==> config.mk <==
export PLATFORM = sky130hd
export DESIGN_NAME = bcs_ctrl
export DESIGN_NICKNAME = d
export VERILOG_FILES = /design/src/rtl/assert_macros.svh /design/src/rtl/bcs_pkg.sv /design/src/rtl/bcs_ctrl.sv
export SDC_FILE = /design/constraint.sdc
export NUM_CORES = 1
export LEC_CHECK = 0
export BUFFER_PORTS_ARGS = -buffer_cell sky130_fd_sc_hd__buf_2
export CAP_MARGIN = 20
export CORE_AREA = 2 2 39 41
export DETAILED_ROUTE_END_ITERATION = 16
export DIE_AREA = 0 0 41 43
export GPL_TIMING_DRIVEN = 1
export SLEW_MARGIN = 20
export SYNTH_ARGS = -nofsm -noshare
export SYNTH_HDL_FRONTEND = slang
export SYNTH_SLANG_ARGS = --single-unit
==> constraint.sdc <==
create_clock -name clk -period 2.98 [get_ports clk]
set_input_delay 0.447 -clock clk [delete_from_list [all_inputs] [get_ports clk]]
set_output_delay 0.447 -clock clk [all_outputs]
set_load 0.01 [all_outputs]
==> src/rtl/assert_macros.svh <==
// Assertion macros shared by the RTL of the bytecode store.
// No dependencies; expects clk and rst_n in the including scope.
`ifndef ASSERT_MACROS_SVH
`define ASSERT_MACROS_SVH

// same-cycle implication
`define BCS_ASSERT_NOW(label, ante, cons) \
  label: assert property (@(posedge clk) disable iff (!rst_n) (ante) |-> (cons)) \
    else $error("bcs assertion failed");

// next-cycle implication
`define BCS_ASSERT_NEXT(label, ante, cons) \
  label: assert property (@(posedge clk) disable iff (!rst_n) (ante) |=> (cons)) \
    else $error("bcs assertion failed");

`endif

==> src/rtl/bcs_pkg.sv <==
// Package for the bytecode store: sizes, request and status codes,
// word types, controller states and controller/datapath interface structs.
package bcs_pkg;

  localparam int CODE_DEPTH = 4096;
  localparam int RUN_DEPTH  = 1024;
  localparam int CODE_AW    = $clog2(CODE_DEPTH);
  localparam int CNT_W      = CODE_AW + 1;
  localparam int RUN_AW     = $clog2(RUN_DEPTH);
  localparam int RUN_CW     = RUN_AW + 1;
  localparam int REQ_W      = 3;
  localparam int DATA_W     = 32;
  localparam int LINE_W     = 20;
  localparam int OFF_W      = 12;
  localparam int ST_W       = 3;
  localparam int CMP_W      = ((CNT_W > OFF_W) ? CNT_W : OFF_W) + 1;

  localparam logic [REQ_W-1:0] REQ_WR_BYTE = 3'd0;
  localparam logic [REQ_W-1:0] REQ_WR_WORD = 3'd1;
  localparam logic [REQ_W-1:0] REQ_RD_BYTE = 3'd2;
  localparam logic [REQ_W-1:0] REQ_RD_WORD = 3'd3;
  localparam logic [REQ_W-1:0] REQ_LOOKUP  = 3'd4;

  localparam logic [ST_W-1:0] ST_OK        = 3'd0;
  localparam logic [ST_W-1:0] ST_FULL      = 3'd1;
  localparam logic [ST_W-1:0] ST_BACKWARDS = 3'd2;
  localparam logic [ST_W-1:0] ST_RANGE     = 3'd3;
  localparam logic [ST_W-1:0] ST_NOT_FOUND = 3'd4;

  typedef struct packed {
    logic [REQ_W-1:0]  req_type;
    logic [DATA_W-1:0] data_in;
    logic [LINE_W-1:0] src_line;
    logic [OFF_W-1:0]  offset_in;
  } in_item_t;

  typedef struct packed {
    logic [DATA_W-1:0] read_data;
    logic [LINE_W-1:0] line_out;
    logic [ST_W-1:0]   status;
  } out_item_t;

  typedef struct packed {
    logic [LINE_W-1:0] line;
    logic [CNT_W-1:0]  bytes;
  } run_entry_t;

  typedef enum logic [2:0] {
    S_IDLE,
    S_EVAL,
    S_WR,
    S_RD,
    S_RD_LAST,
    S_LK_RD,
    S_LK_CHK,
    S_DONE
  } ctrl_state_t;

  typedef struct packed {
    logic            load;
    logic            set_st;
    logic [ST_W-1:0] st_code;
    logic            wr_byte;
    logic            wr_run;
    logic            rd_issue;
    logic            lk_step;
    logic            lk_found;
  } dp_cmd_t;

  typedef struct packed {
    logic [REQ_W-1:0] req;
    logic             backwards;
    logic             full;
    logic             range_err;
    logic             no_runs;
    logic             cnt_last;
    logic             lk_hit;
    logic             lk_last;
  } dp_stat_t;

endpackage

==> src/rtl/bcs_ctrl.sv <==
// Controller state machine for the bytecode store.
// Depends on bcs_pkg; drives bcs_dp through dp_cmd_t and reads dp_stat_t.
module bcs_ctrl (
  input  logic              clk,
  input  logic              rst_n,
  input  logic              start,
  input  bcs_pkg::dp_stat_t stat,
  output bcs_pkg::dp_cmd_t  cmd,
  output logic              busy,
  output logic              out_valid
);

  bcs_pkg::ctrl_state_t state_r, state_nxt;

  always_ff @(posedge clk) begin
    if (!rst_n) begin
      state_r <= bcs_pkg::S_IDLE;
    end else begin
      state_r <= state_nxt;
    end
  end

  always_comb begin
    cmd       = '0;
    state_nxt = state_r;
    busy      = (state_r != bcs_pkg::S_IDLE);
    out_valid = 1'b0;
    case (state_r)
      bcs_pkg::S_IDLE: begin
        if (start) begin
          cmd.load  = 1'b1;
          state_nxt = bcs_pkg::S_EVAL;
        end
      end
      bcs_pkg::S_EVAL: begin
        case (stat.req)
          bcs_pkg::REQ_WR_BYTE, bcs_pkg::REQ_WR_WORD: begin
            if (stat.backwards) begin
              cmd.set_st  = 1'b1;
              cmd.st_code = bcs_pkg::ST_BACKWARDS;
              state_nxt   = bcs_pkg::S_DONE;
            end else if (stat.full) begin
              cmd.set_st  = 1'b1;
              cmd.st_code = bcs_pkg::ST_FULL;
              state_nxt   = bcs_pkg::S_DONE;
            end else begin
              state_nxt = bcs_pkg::S_WR;
            end
          end
          bcs_pkg::REQ_RD_BYTE, bcs_pkg::REQ_RD_WORD: begin
            if (stat.range_err) begin
              cmd.set_st  = 1'b1;
              cmd.st_code = bcs_pkg::ST_RANGE;
              state_nxt   = bcs_pkg::S_DONE;
            end else begin
              state_nxt = bcs_pkg::S_RD;
            end
          end
          bcs_pkg::REQ_LOOKUP: begin
            if (stat.no_runs) begin
              cmd.set_st  = 1'b1;
              cmd.st_code = bcs_pkg::ST_NOT_FOUND;
              state_nxt   = bcs_pkg::S_DONE;
            end else begin
              state_nxt = bcs_pkg::S_LK_RD;
            end
          end
          default: begin
            state_nxt = bcs_pkg::S_DONE;
          end
        endcase
      end
      bcs_pkg::S_WR: begin
        cmd.wr_byte = 1'b1;
        if (stat.cnt_last) begin
          cmd.wr_run = 1'b1;
          state_nxt  = bcs_pkg::S_DONE;
        end
      end
      bcs_pkg::S_RD: begin
        cmd.rd_issue = 1'b1;
        if (stat.cnt_last) begin
          state_nxt = bcs_pkg::S_RD_LAST;
        end
      end
      bcs_pkg::S_RD_LAST: begin
        state_nxt = bcs_pkg::S_DONE;
      end
      bcs_pkg::S_LK_RD: begin
        state_nxt = bcs_pkg::S_LK_CHK;
      end
      bcs_pkg::S_LK_CHK: begin
        if (stat.lk_hit) begin
          cmd.lk_found = 1'b1;
          state_nxt    = bcs_pkg::S_DONE;
        end else if (stat.lk_last) begin
          cmd.set_st  = 1'b1;
          cmd.st_code = bcs_pkg::ST_NOT_FOUND;
          state_nxt   = bcs_pkg::S_DONE;
        end else begin
          cmd.lk_step = 1'b1;
          state_nxt   = bcs_pkg::S_LK_RD;
        end
      end
      bcs_pkg::S_DONE: begin
        out_valid = 1'b1;
        state_nxt = bcs_pkg::S_IDLE;
      end
      default: begin
        state_nxt = bcs_pkg::S_IDLE;
      end
    endcase
  end

endmodule

Word-level counts from Yosys, hierarchy flattened
Index checks and enable logic that the tools add are counted.
Widths: inputs -> output; s select.

word-level totals
  bits in registers = 3
  bits in latches = 0
  bits in writable memories = 0
  bits in read-only memories = 0
  output and inout bits = 12
  memories kept = 0

operators by class
  $add $sub $neg = 0
  multipliers = 0
  div/mod/pow operators = 0
  $lt $le $gt $ge = 0
  eq/ne operators = 14
  shifts and indexed selects = 0
  multiplexer cells = 29
  bitwise logic cells = 0
  reduce and logical (&&, ||, !) cells = 6

operator list
  kind                count
  $mux 4              6
  $pmux 3 s8          1
  $mux 3              6
  $eq 3x3->1 const B  5
  $eq 3x2->1 const B  4
  $pmux 4 s3          1
  $mux 2              5
  $pmux 3 s3          1
  $mux 1              8
  $pmux 4 s2          1
  $eq 3x1->1 const B  2
  $logic_not 3->1     2
  $ne 2x2->1 const B  3
  $reduce_or 2->1     2
  $reduce_and 3->1    1
  $reduce_bool 3->1   1

Logic depth before layout (Yosys ltp)
Gate-level depths: netlist of run 1.

  depth after elaboration = 4
  mapped depth = 4
  mapped depth without buffers = 3

Least setup slack after synthesis of run 1
OpenSTA, ideal clock, no wires.

  path kind = input -> output
  start = in stat[1] (netlist name)
  end = out cmd[8] (netlist name)
  arrival time = 1.076 ns
  path slack = 1.457 ns
  cell stages on the path = 3
  buffers on the path = 0
  cells stage by stage = and4bb_1 -> a32o_2 -> o21bai_1

RTL lines
  what                line           source
  start: declaration  bcs_ctrl.sv:7  input bcs_pkg::dp_stat_t stat,
  end: declaration    bcs_ctrl.sv:8  output bcs_pkg::dp_cmd_t cmd,

==> results of run 1 <==
[power by group]
part	total [mW]	switching, mW	internal, mW
Sequential	0.0990	0.0429	0.0561
Combinational	0.147	0.0698	0.0777
Clock	0.0720	0.0218	0.0502
[cell usage in the layout, fill, tap and decap left out]
| cell type | n |
|---|---|
| sky130_fd_sc_hd__a211oi_1 | 1 |
| sky130_fd_sc_hd__a21boi_0 | 1 |
| sky130_fd_sc_hd__a21o_1 | 1 |
| sky130_fd_sc_hd__a21oi_1 | 3 |
| sky130_fd_sc_hd__a32o_2 | 1 |
| sky130_fd_sc_hd__and2_1 | 3 |
| sky130_fd_sc_hd__and2b_1 | 2 |
| sky130_fd_sc_hd__and3_1 | 2 |
| sky130_fd_sc_hd__and4b_1 | 1 |
| sky130_fd_sc_hd__and4bb_1 | 1 |
| sky130_fd_sc_hd__buf_2 | 24 |
| sky130_fd_sc_hd__clkbuf_1 | 1 |
| sky130_fd_sc_hd__clkbuf_4 | 3 |
| sky130_fd_sc_hd__dfxtp_1 | 3 |
| sky130_fd_sc_hd__nand2_1 | 5 |
| sky130_fd_sc_hd__nand2b_1 | 2 |
| sky130_fd_sc_hd__nand3b_1 | 1 |
| sky130_fd_sc_hd__nor2_1 | 4 |
| sky130_fd_sc_hd__nor2b_1 | 4 |
| sky130_fd_sc_hd__nor3_1 | 2 |
| sky130_fd_sc_hd__nor3b_1 | 2 |
| sky130_fd_sc_hd__o21a_1 | 1 |
| sky130_fd_sc_hd__o21ai_0 | 1 |
| sky130_fd_sc_hd__o21bai_1 | 1 |
| sky130_fd_sc_hd__o221ai_1 | 1 |
| sky130_fd_sc_hd__o31ai_1 | 1 |
| sky130_fd_sc_hd__o32ai_1 | 1 |
| sky130_fd_sc_hd__or3_1 | 1 |
[worst paths after layout]
kind	endpoint	startpoint
setup / recovery	cmd[8]	state_r[0]$_SDFFE_PN0P_
hold / removal	state_r[1]$_SDFFE_PN0P_	stat[3]
setup reg to reg	state_r[0]$_SDFFE_PN0P_	state_r[1]$_SDFFE_PN0P_
hold reg to reg	state_r[1]$_SDFFE_PN0P_	state_r[0]$_SDFFE_PN0P_
[stage by stage]
| stage | power (mW) | instance area [um2] |
|---|---|---|
| 2_1_floorplan | 0.2069 | 354.1 |
| 3_3_place_gp | 0.2475 | 473.0 |
| 3_5_place_dp | 0.2491 | 473.0 |
| 4_1_cts | 0.3223 | 499.2 |
| 5_1_grt | 0.3537 | 499.2 |
| 6_report | 0.3185 | 499.2 |
[worst reg2reg max path, delay by kind of cell (launching register included)]
kind,cells,cell delay [ns]
and+or+nand+nor,2,0.31
AOI/OAI and AO/OA,1,0.20
DFF,1,0.54
[final cells by class]
| cell class | count | area (um2) | share of cell area, % |
|---|---|---|---|
| multi-input cells | 43 | 272.8 | 54.64 |
| flip-flops and latches | 3 | 60.06 | 12.03 |
| well taps | 16 | 20.02 | 4.010 |
| clock buffers | 4 | 26.28 | 5.263 |
| repair buffers | 24 | 120.1 | 24.06 |
[cell usage after synthesis (all sizes together)]
cell type / instances / area (um2)
a211oi: 1 / 7.510
a21boi: 1 / 7.510
a21o: 1 / 7.510
a21oi: 3 / 15.01
a32o: 1 / 11.26
and2: 3 / 18.77
and2b: 2 / 15.01
and3: 2 / 12.51
and4b: 1 / 10.01
and4bb: 1 / 12.51
buf: 3 / 21.27
dfxtp: 3 / 60.06
nand2: 5 / 18.77
nand2b: 2 / 12.51
nand3b: 1 / 7.510
nor2: 4 / 15.01
nor2b: 4 / 25.02
nor3: 2 / 10.01
nor3b: 2 / 15.01
o21a: 1 / 7.510
o21ai: 1 / 5.000
o21bai: 1 / 7.510
o221ai: 1 / 8.760
o31ai: 1 / 7.510
o32ai: 1 / 8.760
or3: 1 / 6.260
[cell families after synthesis]
kind of cell | after synthesis | synth area share (%)
AND/OR/NAND/NOR | 30 | 50.53
AO/OA/AOI/OAI | 13 | 26.50
buffers and inverters | 3 | 6.007
flip-flops | 3 | 16.96
[routing by layer]
metal  vias up  share of wire (%)
met4         0                1.1
li1        228                  -
met3         3                5.9
met1       202                 45
met5         -                  0
met2        10                 48
==> results.yml, run 1 <==
outcome:
  outcome: "finished, final reports clean"
worst_setup_path:
  crit_chain: "and4bb_1 > a32o_2 > o21bai_1 > buf_2"
  start_kind: "flip-flop"
  regToRegSetupSlack_ns: 1.85
  worst_path_max_delay_cell: "sky130_fd_sc_hd__dfxtp_1"
  cpLargestDelayFamily: "flip-flops"
  timing.critical_path.depth: 4
  timing.reg2reg.worst_path_depth: 3
  critical_path_required_ns: 2.53
  worstSetupPathType: "reg -> out"
  crit_arrival_ns: 1.50
  path_buf_inv: 1
  critPathMaxFanout: 13
  worst_path_largest_cell_delay_ns: 0.52
  timing.critical_path.to_type: "primary output"
floorplanning:
  design.die.area_um2: 1763
  core.rowCount: 14
  die_width_um: 41
  core_um2: 1384
  floorplan.initialDensity_pct: 25.59
  die-height_um: 43
  io_pins: 25
timing:
  fin_hold_ws_ns: 0.4933
  hold_viol: 0
  final_max_slew_viol_count: 0
  final_critical_path_setup_slack_ns: 1.031
  fmaxAchievable_mhz: 513.2
  period_share_pct: 65.39
  tightest_slew_ns: 0.3850
  worst_clock_skew_ns: 0.0008498
  layout_min_cycle_time_ns: 1.949
  relative_slew_slack_pct: 74.30
  rsz0062_at_grt: "no"
  totalNegativeSetupSlack_ns: 0
  finalSetupViolations: 0
drt:
  wl_per_cell_um: 10.06
  detail-route-antenna-nets: 0
  detail_route.first_pass.iterations: 4
  drc: 0
  routed_wl_um: 905
  via_total_after_detailed_routing: 443
  vias_per_cell: 4.922
  dr.first_iter.drc_count: 10
cts:
  postCtsSetupRepairBufs: 0
  clock_tree.htree_level_count: 1
  path_clk_slew_ns: 0.04
  ctsHoldBuffers: 0
  clkLatencyLatePin_ns: 0.24
  clock_tree_from_tritoncts: "done"
  clkSinkCount: 3
  clock_tree.buffer_depth: 2
  ctsRootBufferMaster: "sky130_fd_sc_hd__clkbuf_4"
  number_of_resized_instances_in_the_post_cts_repair_step: 0
  cts_buffer_count: 3
logic_synthesis:
  synthesis.area_per_instance_um2: 7.226
  mappedNetlistArea_um2: 354.1
  count_of_state_elements_after_synthesis: 3
  post_synth_inst_count: 49
  synth_warnings: 0
  synth.yosys.seq_area_share_pct: 16.96
  syn_nets: 62
  synth.distinct_cells: 27
place:
  placement.setup.worst_slack_ns: 1.254
  port_buffers: 24
  gp_congestion: 0.7003
  place_hpwl_um: 719.4
  placedCellCount: 86
global_route:
  top_usage_layer: "met2"
  number_of_global_route_vias_before_repair: 365
  globalRouteTotalUtil_pct: 12.44
  groute.layer.met3.usage_pct: 6.283
  overflow: 0
  pin_count_of_the_biggest_net_entering_global_routing: 16
  grt_use_met2_pct: 16.56
  globalRouteMet1Util_pct: 16.03
  grt_first_pass_wirelength_mm: 1.490
  grt_antenna_before_repair: 0
min_path:
  worst_hold_path.num_cells: 3
  min_path_type: "in -> reg"
pwr:
  total_leakage_power_nw: 0.2657
  worst_ir_drop_vdd_mv: 0.2506
  power_density_nw_per_um2: 638.0
finish:
  post-route-util_pct: 36.08
  final_nets: 88
  top_regs: "state_r: 3 flops"
  diodes: 0
  top_register: "state_r"
  largest_reg_flops: 3
  num-fill-cells: 150
  area.growth.synth_to_final_pct: 40.99
  stdcell_count: 90
  post_route_cells_drive_above_1_share_pct: 37.84
flow_run:
  drv.max_cap_violation_count: 0
No activity file was read; power rests on OpenSTA's default activity.
==> inputs of run 2 (changes only) <==
==> constraint.sdc (replaced) <==
create_clock -name clk -period 1.71 [get_ports clk]
set_input_delay 0.2565 -clock clk [delete_from_list [all_inputs] [get_ports clk]]
set_output_delay 0.2565 -clock clk [all_outputs]
set_load 0.01 [all_outputs]
==> run 2 against run 1 <==
  * Die area unchanged
  * Clock power up 76%
  * Count of clock-buffer cells in the layout unchanged
  * Largest power group unchanged
==> results.yml, run 2 (synthesis gave the netlist of run 1 again) <==
outcome:
  outcome: "finished, final reports clean"
drt:
  detail-route-antenna-nets: 0
  dr.first_iter.drc_count: 8
  detail_route.first_pass.iterations: 4
  wl_per_cell_um: 10.23
  vias_per_cell: 4.901
  drc: 0
  routed_wl_um: 931
  via_total_after_detailed_routing: 446
global_route:
  grt_first_pass_wirelength_mm: 1.449
  pin_count_of_the_biggest_net_entering_global_routing: 16
  grt_antenna_before_repair: 0
  globalRouteTotalUtil_pct: 12.02
  overflow: 0
  number_of_global_route_vias_before_repair: 369
finish:
  post_route_cells_drive_above_1_share_pct: 41.33
  diodes: 0
  top_regs: "state_r: 3 flops"
  largest_reg_flops: 3
  most-common-layout-cells: "sky130_fd_sc_hd__buf_2 (24), sky130_fd_sc_hd__nand2_1 (5), sky130_fd_sc_hd__nor2_1 (4), sky130_fd_sc_hd__nor2b_1 (4)"
  multi_input_comb_area_um2: 272.8
  num-fill-cells: 161
  seqCellArea_um2: 62.56
  area.growth.synth_to_final_pct: 43.82
  top_register: "state_r"
  final_nets: 89
  final_common_cell: "sky130_fd_sc_hd__buf_2"
cts:
  clkSinkCount: 3
  clock_tree_from_tritoncts: "done"
  postCtsSetupRepairBufs: 0
  ctsRootBufferMaster: "sky130_fd_sc_hd__clkbuf_4"
  clock_tree.buffer_depth: 2
  clock_tree.htree_level_count: 1
  cts_buffer_count: 3
  clkLatencyLatePin_ns: 0.23
  path_clk_slew_ns: 0.04
place:
  gp_congestion: 0.7040
  port_buffers: 24
floorplanning:
  core_um2: 1384
  floorplan.initialDensity_pct: 25.59
  design.die.area_um2: 1763
  io_pins: 25
  die-height_um: 43
  core.rowCount: 14
  die_width_um: 41
min_path:
  min_path_type: "in -> reg"
worst_setup_path:
  crit_arrival_ns: 1.38
  worstSetupPathType: "reg -> out"
  critPathMaxFanout: 11
  start_kind: "flip-flop"
  critical_path_required_ns: 1.45
  timing.critical_path.to_type: "primary output"
timing:
  fmaxAchievable_mhz: 611.0
  tightest_slew_ns: 0.2326
  final_max_slew_viol_count: 0
  period_share_pct: 95.71
  fin_hold_ws_ns: 0.2984
  layout_min_cycle_time_ns: 1.637
  rsz0062_at_grt: "no"
  relative_slew_slack_pct: 84.45
  totalNegativeSetupSlack_ns: 0
  finalSetupViolations: 0
  hold_viol: 0
  worst_clock_skew_ns: 0.003259
flow_run:
  drv.max_cap_violation_count: 0
pwr:
  worst_ir_drop_vdd_mv: 0.4953
  total_leakage_power_nw: 0.2713
  power_density_nw_per_um2: 1123
[run 2: cell types whose count changed in the layout (fill, tap and decap cells not counted)]
cell and delta:
sky130_fd_sc_hd__dfxtp_2 +2, sky130_fd_sc_hd__dfxtp_1 -2, sky130_fd_sc_hd__buf_4 +1
[run 2: path summary, 6_finish.rpt]
path | cells past startpoint | end | slack, ns | start
max | 4 | cmd[8] | 0.07 | state_r[2]$_SDFFE_PN0P_
min | 3 | state_r[2]$_SDFFE_PN0P_ | 0.30 | rst_n
max reg2reg | 3 | state_r[0]$_SDFFE_PN0P_ | 0.71 | state_r[1]$_SDFFE_PN0P_
min reg2reg | 2 | state_r[2]$_SDFFE_PN0P_ | 0.63 | state_r[2]$_SDFFE_PN0P_
[run 2: per-layer routing]
layer	GRT usage, %	wire [um]	vias to the layer above
met5	0	0	-
met4	6.000	0	0
met2	18.44	480	11
li1	-	-	233
met3	3.141	47	0
met1	14.70	403	202
[run 2: timing repair]
item                                   CTS  global route
resized for setup                        1             1
hold buffers                             0             0
endpoints found under the hold margin    0             0
setup endpoints to repair                1             1
[run 2: worst max-delay path, stage by stage, from the launching register on]
cell and delay (ns):
sky130_fd_sc_hd__dfxtp_2 0.39, sky130_fd_sc_hd__and2b_1 0.22, sky130_fd_sc_hd__a32o_2 0.25, sky130_fd_sc_hd__o21bai_1 0.14
sky130_fd_sc_hd__buf_2 0.14
[run 2: report_power, final]
group	total (mW)	leakage (nW)	internal [mW]	switching [mW]
Clock	0.127	0.0150	0.0876	0.0393
Combinational	0.289	0.231	0.146	0.144
Sequential	0.156	0.0256	0.102	0.0535
Total	0.572	0.271	0.336	0.236
[run 2: layout make-up]
type / instances / share of cell area [%]
clock buffers: 4 / 5.160
repair buffers: 25 / 25.06
flip-flops and latches: 3 / 12.29
well taps: 16 / 3.931
multi-input cells: 43 / 53.56
[run 2: through the flow]
step	total power, mW	setup slack [ns]	utilization [%]	std cells	instance area (um2)
final	0.5721	0.07328	36.80	91	509.2
after global routing	0.6297	0.007829	36.80	91	509.2
after CTS	0.5784	0.04186	36.71	91	508.0
after detailed placement	0.4434	0.2379	34.72	87	480.5
after global placement	0.4419	0.2637	34.72	87	480.5
after floorplan	0.3605	0.4089	-	49	354.1
==> inputs of run 3 (changes only) <==
--- a/config.mk
+++ b/config.mk
@@ -11,6 +11,7 @@
 export DETAILED_ROUTE_END_ITERATION = 16
 export DIE_AREA = 0 0 41 43
 export GPL_TIMING_DRIVEN = 1
+export PLACE_DENSITY_LB_ADDON = 0.1
 export SLEW_MARGIN = 20
 export SYNTH_ARGS = -nofsm -noshare
 export SYNTH_HDL_FRONTEND = slang
==> run 3 against run 2 <==
  * Clock power about the same
  * Non-clock buffer count increased by 1
  * Hold slack improved by 0.0017 ns
  * Routed wire length increased by 10%
  * Critical path type unchanged
  * Critical endpoint unchanged
  * Largest cell class unchanged
==> results.yml, run 3 (synthesis gave the netlist of run 1 again) <==
floorplanning:
  die-height_um: 43
  io_pins: 25
  design.die.area_um2: 1763
  floorplan.initialDensity_pct: 25.59
  die_width_um: 41
  core_um2: 1384
  core.rowCount: 14
cts:
  postCtsSetupRepairBufs: 0
  clkSinkCount: 3
  path_clk_slew_ns: 0.04
  ctsRootBufferMaster: "sky130_fd_sc_hd__clkbuf_4"
  clkLatencyLatePin_ns: 0.23
  ctsHoldBuffers: 0
  clock_tree_from_tritoncts: "done"
  cts_buffer_count: 3
  clock_tree.htree_level_count: 1
  clock_tree.buffer_depth: 2
  number_of_resized_instances_in_the_post_cts_repair_step: 1
drt:
  wl_per_cell_um: 11.16
  routed_wl_mm: 1.027
  detail-route-antenna-nets: 0
  detail_route.first_pass.iterations: 2
  vias_per_cell: 4.761
  via_total_after_detailed_routing: 438
  dr.first_iter.drc_count: 4
  drc: 0
finish:
  final_common_cell: "sky130_fd_sc_hd__buf_2"
  final_nets: 90
  top_register: "state_r"
  largest_reg_flops: 3
  multi_input_comb_area_um2: 272.8
  post_route_cells_drive_above_1_share_pct: 40.79
  post-route-util_pct: 37.25
  num-fill-cells: 163
  diodes: 0
  top_regs: "state_r: 3 flops"
  seqCellArea_um2: 61.31
  most-common-layout-cells: "sky130_fd_sc_hd__buf_2 (24), sky130_fd_sc_hd__nand2_1 (5), sky130_fd_sc_hd__nor2_1 (4), sky130_fd_sc_hd__nor2b_1 (4)"
  area.growth.synth_to_final_pct: 45.58
place:
  place_hpwl_um: 760.8
  gp_congestion: 0.6770
  port_buffers: 24
timing:
  final_max_slew_viol_count: 0
  layout_min_cycle_time_ns: 1.638
  totalNegativeSetupSlack_ns: 0
  period_share_pct: 95.77
  fin_hold_ws_ns: 0.3001
  fmaxAchievable_mhz: 610.6
  relative_slew_slack_pct: 78.38
  finalSetupViolations: 0
  hold_viol: 0
  tightest_slew_ns: 0.3233
  worst_clock_skew_ns: 0.003818
  rsz0062_at_grt: "no"
worst_setup_path:
  timing.critical_path.to_type: "primary output"
  critical_path_required_ns: 1.45
  critPathMaxFanout: 11
  start_kind: "flip-flop"
  crit_arrival_ns: 1.38
  worstSetupPathType: "reg -> out"
global_route:
  pin_count_of_the_biggest_net_entering_global_routing: 12
  overflow: 0
  grt_antenna_before_repair: 0
  number_of_global_route_vias_before_repair: 374
  globalRouteTotalUtil_pct: 13.54
  grt_first_pass_wirelength_mm: 1.607
pwr:
  power.share.switching_pct: 41.96
  sequentialPowerShare_pct: 23.5
  p_sw_mw: 0.2501
  combPwrFrac_pct: 55.4
  power_density_nw_per_um2: 1156
  total_leakage_power_nw: 0.2761
  cellInternalPower_mw: 0.3459
  worst_ir_drop_vdd_mv: 0.4992
  power.clock.fraction_pct: 21.1
flow_run:
  drv.max_cap_violation_count: 0
outcome:
  outcome: "finished, final reports clean"
min_path:
  min_path_type: "in -> reg"
[run 3: cell types whose count changed in the layout (fill, tap and decap cells not counted)]
cell / delta
sky130_fd_sc_hd__buf_4: +1
sky130_fd_sc_hd__dfxtp_1: +1
sky130_fd_sc_hd__dfxtp_2: -1
[run 3: area by class of cell]
class | instances | area share, %
Clock buffer | 4 | 5.097
Multi-Input combinational cell | 43 | 52.91
Sequential cell | 3 | 11.89
Tap cell | 16 | 3.883
Timing Repair Buffer | 26 | 26.21
[run 3: worst paths after layout]
check | startpoint | to | slack [ns] | cells after the start
worst max register to register | state_r[1]$_SDFFE_PN0P_ | state_r[1]$_SDFFE_PN0P_ | 0.55 | 3
worst min register to register | state_r[0]$_SDFFE_PN0P_ | state_r[0]$_SDFFE_PN0P_ | 0.64 | 2
worst min-delay path | rst_n | state_r[0]$_SDFFE_PN0P_ | 0.30 | 3
worst max-delay path | state_r[2]$_SDFFE_PN0P_ | cmd[8] | 0.07 | 4
[run 3: metal layers]
| layer | routed length [um] | track usage [%] | vias to the layer above | share of wire (%) |
|---|---|---|---|---|
| met5 | 0 | 0 | - | 0 |
| met4 | 0 | 8.000 | 0 | 0 |
| met3 | 41 | 4.712 | 0 | 4.0 |
| met2 | 477 | 17.50 | 7 | 46 |
| met1 | 509 | 18.59 | 198 | 50 |
| li1 | - | - | 233 | - |
[run 3: stage by stage]
step                power (mW)  area [um2]  cells  setup slack, ns
detailed placement      0.4655       488.0     88           0.2249
finish                  0.5959       515.5     92          0.07240
CTS                     0.6015       515.5     92          0.06485
global placement        0.4665       488.0     88           0.2515
global route            0.6598       515.5     92         0.001910
floorplan               0.3605       354.1     49           0.4089
[run 3: worst max-delay path: stages, from the launching register on]
cell                       delay, ns
sky130_fd_sc_hd__dfxtp_2        0.41
sky130_fd_sc_hd__and2b_1        0.22
sky130_fd_sc_hd__a32o_2         0.24
sky130_fd_sc_hd__o21bai_1       0.14
sky130_fd_sc_hd__buf_2          0.13
[run 3: power by group through the flow]
stage / combinational [mW] / sequential (mW) / clock (mW)
finish: 0.330 / 0.140 / 0.126
global route: 0.365 / 0.145 / 0.149
CTS: 0.330 / 0.138 / 0.134
detailed placement: 0.328 / 0.138 / 0
global placement: 0.329 / 0.137 / 0
floorplan: 0.243 / 0.118 / 0
